## src/hdl/miq_pkg.sv

```systemverilog
package miq_pkg;

  // Queue sizing: the queue is split into two circular halves.
  localparam int CAPACITY   = 1024;
  localparam int HALF_DEPTH = (CAPACITY + 1) / 2;
  localparam int HIDX_W     = (HALF_DEPTH > 1) ? $clog2(HALF_DEPTH) : 1;
  localparam int HCNT_W     = $clog2(HALF_DEPTH + 1);
  localparam int SUM_W      = HCNT_W + 1;
  localparam int TOT_W      = $clog2(CAPACITY + 1);
  localparam int DATA_W     = 32;

  typedef logic [HIDX_W-1:0] hidx_t;
  typedef logic [HCNT_W-1:0] hcnt_t;
  typedef logic [DATA_W-1:0] word_t;

  // Operation codes.
  localparam logic [1:0] OP_PUSH   = 2'd0;
  localparam logic [1:0] OP_MIDDLE = 2'd1;
  localparam logic [1:0] OP_POP    = 2'd2;

  // Status codes.
  localparam logic [1:0] STAT_OK    = 2'd0;
  localparam logic [1:0] STAT_EMPTY = 2'd1;
  localparam logic [1:0] STAT_FULL  = 2'd2;

  typedef enum logic {
    ST_IDLE,
    ST_MOVE
  } state_e;

  // One write port and one read port of a half store.
  typedef struct packed {
    logic  we;
    hidx_t waddr;
    word_t wdata;
    logic  re;
    hidx_t raddr;
  } ram_req_t;

  // One finished result word.
  typedef struct packed {
    logic [1:0] status;
    logic       has_value;
    word_t      value;
  } res_t;

  // Index plus count, folded back into the circular range.
  function automatic hidx_t wrap_add(hidx_t idx, hcnt_t cnt);
    logic [SUM_W-1:0] sum;
    sum = SUM_W'(idx) + SUM_W'(cnt);
    if (sum >= SUM_W'(HALF_DEPTH)) begin
      sum = sum - SUM_W'(HALF_DEPTH);
    end
    return hidx_t'(sum);
  endfunction

  function automatic hidx_t wrap_inc(hidx_t idx);
    return (idx == hidx_t'(HALF_DEPTH - 1)) ? '0 : idx + 1'b1;
  endfunction

  function automatic hidx_t wrap_dec(hidx_t idx);
    return (idx == '0) ? hidx_t'(HALF_DEPTH - 1) : idx - 1'b1;
  endfunction

endpackage

```

## src/hdl/miq_ctrl.sv

```systemverilog
module miq_ctrl
  import miq_pkg::*;
(
  input  logic       clk_i,
  input  logic       rst_ni,
  input  logic       in_valid_i,
  output logic       in_ready_o,
  input  logic [1:0] op_i,
  input  word_t      value_in_i,
  input  logic       out_free_i,
  input  word_t      first_rdata_i,
  input  word_t      second_rdata_i,
  output ram_req_t   first_req_o,
  output ram_req_t   second_req_o,
  output logic       res_load_o,
  output res_t       res_o
);

  state_e state_q, state_d;

  hidx_t fh_q, fh_d, sh_q, sh_d;
  hcnt_t fc_q, fc_d, sc_q, sc_d;

  logic [1:0] pend_status_q, pend_status_d;
  logic       pend_pop_q, pend_pop_d;
  logic       pend_move_q, pend_move_d;
  hidx_t      pend_waddr_q, pend_waddr_d;

  logic             accept;
  logic [TOT_W-1:0] total;
  logic             full;
  logic             balanced;
  hidx_t            first_tail;
  hidx_t            second_tail;
  ram_req_t         first_acc_req;

  assign accept      = in_valid_i && in_ready_o;
  assign total       = TOT_W'(fc_q) + TOT_W'(sc_q);
  assign full        = (total >= TOT_W'(CAPACITY));
  assign balanced    = (fc_q == sc_q);
  assign first_tail  = wrap_add(fh_q, fc_q);
  assign second_tail = wrap_add(sh_q, sc_q);

  // Next state.
  always_comb begin
    state_d = state_q;
    case (state_q)
      ST_IDLE: begin
        if (in_valid_i) begin
          state_d = ST_MOVE;
        end
      end
      ST_MOVE: begin
        if (out_free_i) begin
          state_d = ST_IDLE;
        end
      end
      default: state_d = ST_IDLE;
    endcase
  end

  // State outputs: handshake, result load and the deferred move into the first half.
  always_comb begin
    in_ready_o  = 1'b0;
    res_load_o  = 1'b0;
    first_req_o = first_acc_req;
    case (state_q)
      ST_IDLE: begin
        in_ready_o = 1'b1;
      end
      ST_MOVE: begin
        res_load_o     = out_free_i;
        first_req_o.we = out_free_i && pend_move_q;
        if (out_free_i && pend_move_q) begin
          first_req_o.waddr = pend_waddr_q;
          first_req_o.wdata = second_rdata_i;
        end
      end
      default: ;
    endcase
  end

  assign res_o.status    = pend_status_q;
  assign res_o.has_value = pend_pop_q;
  assign res_o.value     = pend_pop_q ? first_rdata_i : '0;

  // Decode of an accepted word: pointer updates, immediate writes and reads.
  always_comb begin
    fh_d          = fh_q;
    fc_d          = fc_q;
    sh_d          = sh_q;
    sc_d          = sc_q;
    pend_status_d = pend_status_q;
    pend_pop_d    = pend_pop_q;
    pend_move_d   = pend_move_q;
    pend_waddr_d  = pend_waddr_q;
    first_acc_req = '0;
    second_req_o  = '0;
    if (accept) begin
      pend_status_d = STAT_OK;
      pend_pop_d    = 1'b0;
      pend_move_d   = 1'b0;
      pend_waddr_d  = first_tail;
      case (op_i)
        OP_PUSH: begin
          if (full) begin
            pend_status_d = STAT_FULL;
          end else if (balanced && (sc_q == '0)) begin
            // Empty queue: the value lands straight in the first half.
            first_acc_req.we    = 1'b1;
            first_acc_req.waddr = first_tail;
            first_acc_req.wdata = value_in_i;
            fc_d                = fc_q + 1'b1;
          end else if (balanced) begin
            // Append at the back and shift the second half's front across.
            second_req_o.we    = 1'b1;
            second_req_o.waddr = second_tail;
            second_req_o.wdata = value_in_i;
            second_req_o.re    = 1'b1;
            second_req_o.raddr = sh_q;
            sh_d               = wrap_inc(sh_q);
            fc_d               = fc_q + 1'b1;
            pend_move_d        = 1'b1;
          end else begin
            second_req_o.we    = 1'b1;
            second_req_o.waddr = second_tail;
            second_req_o.wdata = value_in_i;
            sc_d               = sc_q + 1'b1;
          end
        end
        OP_MIDDLE: begin
          if (full) begin
            pend_status_d = STAT_FULL;
          end else if (balanced) begin
            // The new value would move across at once, so append it to the first half.
            first_acc_req.we    = 1'b1;
            first_acc_req.waddr = first_tail;
            first_acc_req.wdata = value_in_i;
            fc_d                = fc_q + 1'b1;
          end else begin
            second_req_o.we    = 1'b1;
            second_req_o.waddr = wrap_dec(sh_q);
            second_req_o.wdata = value_in_i;
            sh_d               = wrap_dec(sh_q);
            sc_d               = sc_q + 1'b1;
          end
        end
        OP_POP: begin
          if (fc_q == '0) begin
            pend_status_d = STAT_EMPTY;
          end else begin
            first_acc_req.re    = 1'b1;
            first_acc_req.raddr = fh_q;
            fh_d                = wrap_inc(fh_q);
            pend_pop_d          = 1'b1;
            if (balanced) begin
              // Refill the first half from the second half's front.
              second_req_o.re    = 1'b1;
              second_req_o.raddr = sh_q;
              sh_d               = wrap_inc(sh_q);
              sc_d               = sc_q - 1'b1;
              pend_move_d        = 1'b1;
            end else begin
              fc_d = fc_q - 1'b1;
            end
          end
        end
        default: ;
      endcase
    end
  end

  // Control and pointer registers.
  always_ff @(posedge clk_i or negedge rst_ni) begin
    if (!rst_ni) begin
      state_q       <= ST_IDLE;
      fh_q          <= '0;
      fc_q          <= '0;
      sh_q          <= '0;
      sc_q          <= '0;
      pend_status_q <= STAT_OK;
      pend_pop_q    <= 1'b0;
      pend_move_q   <= 1'b0;
    end else begin
      state_q       <= state_d;
      fh_q          <= fh_d;
      fc_q          <= fc_d;
      sh_q          <= sh_d;
      sc_q          <= sc_d;
      pend_status_q <= pend_status_d;
      pend_pop_q    <= pend_pop_d;
      pend_move_q   <= pend_move_d;
    end
  end

  // The move target address needs no reset.
  always_ff @(posedge clk_i) begin
    pend_waddr_q <= pend_waddr_d;
  end

endmodule

```

## config.mk

```make
export PLATFORM = sky130hd
export DESIGN_NAME = miq_ctrl
export DESIGN_NICKNAME = d
export VERILOG_FILES = /design/src/hdl/miq_pkg.sv /design/src/hdl/miq_ctrl.sv
export SDC_FILE = /design/constraint.sdc
export NUM_CORES = 1
export LEC_CHECK = 0
export ABC_CLOCK_PERIOD_IN_PS = 4910
export BUFFER_PORTS_ARGS = -buffer_cell sky130_fd_sc_hd__buf_2
export CORE_UTILIZATION = 53
export DETAILED_ROUTE_END_ITERATION = 8
export PLACE_DENSITY = 0.88
export SYNTH_ARGS = -nofsm -noshare
export SYNTH_HDL_FRONTEND = slang
export SYNTH_SLANG_ARGS = --single-unit
```

## constraint.sdc

```tcl
create_clock -name clk_i -period 4.91 [get_ports clk_i]
set_clock_uncertainty 0.05 [all_clocks]
set_input_delay 0.2455 -clock clk_i [delete_from_list [all_inputs] [get_ports clk_i]]
set_output_delay 0.2455 -clock clk_i [all_outputs]
set_load 0.05 [all_outputs]
```

==> results_tabular.tex <==
\begin{tabular}{lr}
\hline
Metric & Value \\
\hline
\multicolumn{2}{l}{\textbf{Power}} \\
\quad Portion of total power attributed to sequential cells & between 30 and 40\% \\
\quad Power density over cell area & roughly 420 mW/mm² \\
\quad Post-layout total power & roughly 2.9 mW \\
\quad Lkg Pwr & between 3 and 4 nW \\
\quad Switching fraction of total power & roughly 52\% \\
\quad Internal power component & $\sim$1.4 mW \\
\quad Maximum ir drop on the vdd rail & 0.229 mV \\
\quad Combinational cell fraction of total power & 59.7\% \\
\quad Switching Power & approximately 1.5 mW \\
\quad Share of power burned in the clock network & a little under a tenth \\
\multicolumn{2}{l}{\textbf{Run}} \\
\quad Max\_cap viols & 0 \\
\multicolumn{2}{l}{\textbf{Die}} \\
\quad Die X-Extent & slightly above 100 µm \\
\quad Starting utilization of the core area & 55.2\% \\
\quad Number of placed I/O pins & 243 \\
\quad Chip Height & 103 µm \\
\quad Std-Cell Rows & 36 \\
\quad CORE AREA & between 0.009 and 0.01 mm² \\
\quad Die footprint & 0.0107 mm² \\
\multicolumn{2}{l}{\textbf{STA}} \\
\quad Final period demand of the worst path & between 4000 and 5000 ps \\
\quad Setup repair after global routing missed its margin & false \\
\quad Final Hold Viols & 0 \\
\quad Final hold slack & between 5 and 6 ps \\
\quad Final setup violation count & 0 \\
\quad Count of final max-slew check failures & 0 \\
\quad Final setup TNS & 0 ps \\
\quad Relative slew margins & approximately 22\% \\
\quad Worst slew pin tran & 1160 ps \\
\quad Portion of the clock cycle consumed by the worst path in the final layout & between 80\% and 90\% \\
\quad Peak Freq & around 240 MHz \\
\multicolumn{2}{l}{\textbf{Clock tree}} \\
\quad Hold bufs inserted after CTS & 0 \\
\quad Number of clock sinks & 52 \\
\quad \# Post-CTS Setup Buffers & 0 \\
\quad CTS buffer count & 5 \\
\quad CTS root buf & clkbuf\_8 \\
\quad CTS tree & done \\
\quad Worst-case clock buffer depth & 2 \\
\quad Gates resized, CTS repair & 0 \\
\quad Number of levels in the clock H-tree & 2 \\
\quad Worst-path clk slew & approximately 110 ps \\
\quad Worst-skew pair later-pin latency & around 320 ps \\
\multicolumn{2}{l}{\textbf{Global route}} \\
\quad Antenna violations before repair & 0 \\
\quad Vias in the first global route & $\sim$5200 \\
\quad Global-route wire length before repair & 26.0 mm \\
\quad Global-route total usage across every layer & roughly a third \\
\quad Remaining global-route overflow & 0 \\
\quad Pin count of the biggest net entering global routing & 44 \\
\multicolumn{2}{l}{\textbf{Setup path}} \\
\quad Worst setup path category & flop to output pin \\
\quad Arrival time of the worst setup path & between 3000 and 4000 ps \\
\quad List of cells traversed by the critical path & ha\_1, fa\_1, a21oi\_1, o22ai\_1, o21ai\_0, nand2\_1, a2bb2oi\_1, nor3\_1, and2\_1, buf\_2 \\
\quad Maximum fanout along the worst path & 11 \\
\quad Critical path endpoint category & output pin \\
\quad Max stage delay on crit path & 920 ps \\
\quad Slowest cell on the critical path & nor3\_1 \\
\quad Nature of the critical path startpoint & flop \\
\quad Data required time at the worst endpoint & 4610 ps \\
\multicolumn{2}{l}{\textbf{Place}} \\
\quad Detail Placement HPWL & between 10 and 15 mm \\
\quad IO Port Bufs & 242 \\
\quad Final RePlAce weighted congestion & 0.946 \\
\quad Placed Area & $\sim$0.0067 mm² \\
\multicolumn{2}{l}{\textbf{Cells and area}} \\
\quad Final \#Nets & approximately 1000 \\
\quad Area of combinational cells with multiple inputs & 0.00383 mm² \\
\quad Reg area & 0.00135 mm² \\
\quad Core occupancy in the finished layout & 68.7\% \\
\quad Diode count & 0 \\
\quad Share of layout cells above drive strength 1 & 30.8\% \\
\quad Final std cell area, no fill & slightly below 0.007 mm² \\
\quad Layout fillers & 812 \\
\quad Layout Area Growth over Synthesis & 24.4\% \\
\multicolumn{2}{l}{\textbf{Detailed routing}} \\
\quad Via count & 6062 \\
\quad Total iterations of the first detailed-routing run & 6 \\
\quad Post-DR wirelength/cell & 17.1 µm \\
\quad Routed via count divided by cell count & approximately 5.9 \\
\quad Detailed router's first-iteration violation count & about 360 \\
\quad Total wirelength of the detailed-routed design & around 18 mm \\
\quad Count of antenna-violating nets left after detailed routing & 0 \\
\quad Number of remaining DRC errors & 0 \\
\multicolumn{2}{l}{\textbf{Logic synthesis}} \\
\quad Flop and latch count out of synthesis & 52 \\
\quad Largest family of logic cells by synthesized area & simple AND/OR/NAND/NOR gates \\
\quad Portion of netlist area occupied by mux cells & less than 1\% \\
\quad Avg Inst Size Synth & 8.01 µm² \\
\quad Share of flip-flops with an asynchronous set or reset & around 83\% \\
\quad Primary flip-flop cell chosen by synthesis mapping & dfrtp\_1 \\
\quad Post-synthesis xor/xnor area fraction & under 10\% \\
\quad Synthesized area & between 0.005 and 0.006 mm² \\
\quad Compound-Gate Fraction of Synth Area & a little under a quarter \\
\quad Post-Synth Adder-Cell Area & about an eighth \\
\quad Post-Synthesis Cells & 680 \\
\quad Part of the Yosys area used for sequential elements & 24.7\% \\
\quad Post-synthesis simple-gate area fraction & around 29\% \\
\quad Number of different library cells in the post-synthesis netlist & 68 \\
\quad Number of enable flip-flop cells after synthesis & 9 \\
\quad Syn. warnings & 0 \\
\quad Net count of the mapped netlist & between 800 and 900 \\
\multicolumn{2}{l}{\textbf{Status}} \\
\quad Outcome & completed \\
\multicolumn{2}{l}{\textbf{Worst hold path}} \\
\quad Hold crit path type & input port to async pin \\
\hline
\end{tabular}
[cells in the mapped netlist (all sizes together), types with 7 or more instances]
master / instances / area share, %
and2: 85 / 9.8
nand2: 57 / 3.9
nor2: 56 / 3.9
ha: 48 / 11
o21ai: 47 / 4.3
a22o: 43 / 6.9
dfrtp: 43 / 20
a21oi: 38 / 3.6
clkbuf: 29 / 2.2
inv: 24 / 1.7
nand3: 19 / 1.7
xnor2: 19 / 3.1
nor3: 17 / 1.9
buf: 12 / 1.2
a31oi: 11 / 1.3
and3: 11 / 1.3
edfxtp: 9 / 5.0
nor4: 9 / 1.3
xor2: 8 / 1.3
a21o: 7 / 0.96
[flip-flops by register name, indices dropped and copies added, names as in the netlist, 2 cells and up]
signal	count
sh_q	9
pend_status_q	2
sc_q	10
fc_q	10
pend_waddr_q	9
fh_q	9
[power groups by stage]
| stage | logic (mW) | registers [mW] | clock network (mW) |
|---|---|---|---|
| 6_report | 1.70 | 0.890 | 0.262 |
| 3_5_place_dp | 1.68 | 0.890 | 0 |
| 5_1_grt | 1.89 | 0.921 | 0.280 |
| 4_1_cts | 1.69 | 0.879 | 0.262 |
| 2_1_floorplan | 1.40 | 0.758 | 0 |
| 3_3_place_gp | 1.64 | 0.885 | 0 |
[metrics by stage]
| step | std cells | setup slack [ps] |
|---|---|---|
| floorplan | 680 | 1400 |
| global placement | 1019 | 1360 |
| detailed placement | 1019 | 1130 |
| CTS | 1027 | 754 |
| global route | 1027 | 464 |
| finish | 1027 | 713 |
[layer usage]
metal | track usage [%] | vias up | wire [µm] | share of wire, %
met5 | 5.29 | - | 69 | 0.39
met4 | 13.8 | 2 | 536 | 3.1
met3 | 7.93 | 52 | 1710 | 9.8
met2 | 48.9 | 318 | 8010 | 46
met1 | 42.0 | 2817 | 7220 | 41
li1 | - | 2873 | - | -
[final cells by class]
cell class                 count  area share (%)
clock buffer                   5            1.02
clock inverter                 3           0.314
inverter                      25            1.38
multi-input combinational    562            56.6
sequential                    52            19.9
tap                          133            2.45
timing repair buffer         247            18.4
[layout by cell type (no fill, tap or decap), types with 5 or more instances in the layout]
| cell type | n |
|---|---|
| a31oi_1 | 11 |
| xnor2_1 | 19 |
| a22o_1 | 43 |
| nand3_1 | 19 |
| and2_1 | 85 |
| o21ai_0 | 44 |
| o31ai_1 | 6 |
| inv_1 | 24 |
| buf_4 | 5 |
| xor2_1 | 8 |
| nor3_1 | 15 |
| edfxtp_1 | 9 |
| nand4_1 | 5 |
| ha_1 | 48 |
| nor2b_1 | 5 |
| nand2_1 | 57 |
| o41ai_1 | 5 |
| buf_2 | 242 |
| a21o_1 | 7 |
| clkbuf_8 | 5 |
| a21oi_1 | 37 |
| and3_1 | 11 |
| dfrtp_1 | 43 |
| nor2_1 | 56 |
| nor4_1 | 7 |
[final timing paths]
check / start / end / slack, ps / cells past startpoint
max: fc_q[0]$_DFFE_PN0P_ / second_req_o[3] / 710 / 10
min: rst_ni / sh_q[4]$_DFFE_PN0P_ / 6 / 1
max reg2reg: fc_q[7]$_DFFE_PN0P_ / sc_q[9]$_DFFE_PN0P_ / 1530 / 8
min reg2reg: pend_status_q[0]$_DFFE_PN0P_ / pend_status_q[0]$_DFFE_PN0P_ / 450 / 2
max in group asynchronous: rst_ni / sh_q[7]$_DFFE_PN0P_ / 4170 / 1
min in group clk_i: in_valid_i / state_q$_DFF_PN0_ / 130 / 3
[logic make-up after synthesis]
logic type,after synthesis
xor+xnor,27
compound gates,189
mux,4
buf+inv,66
fa+ha+maj,52
flops,52
simple gates,290
[worst max-delay path: cells and delay by family, from the launching register on]
kind                       cells  cell delay (ps)
buffers and inverters          1              270
AOI/OAI and AO/OA              4              720
adders and majority gates      2              620
DFF                            1              490
and+or+nand+nor                3             1490
No activity file was read; power rests on OpenSTA's default activity.
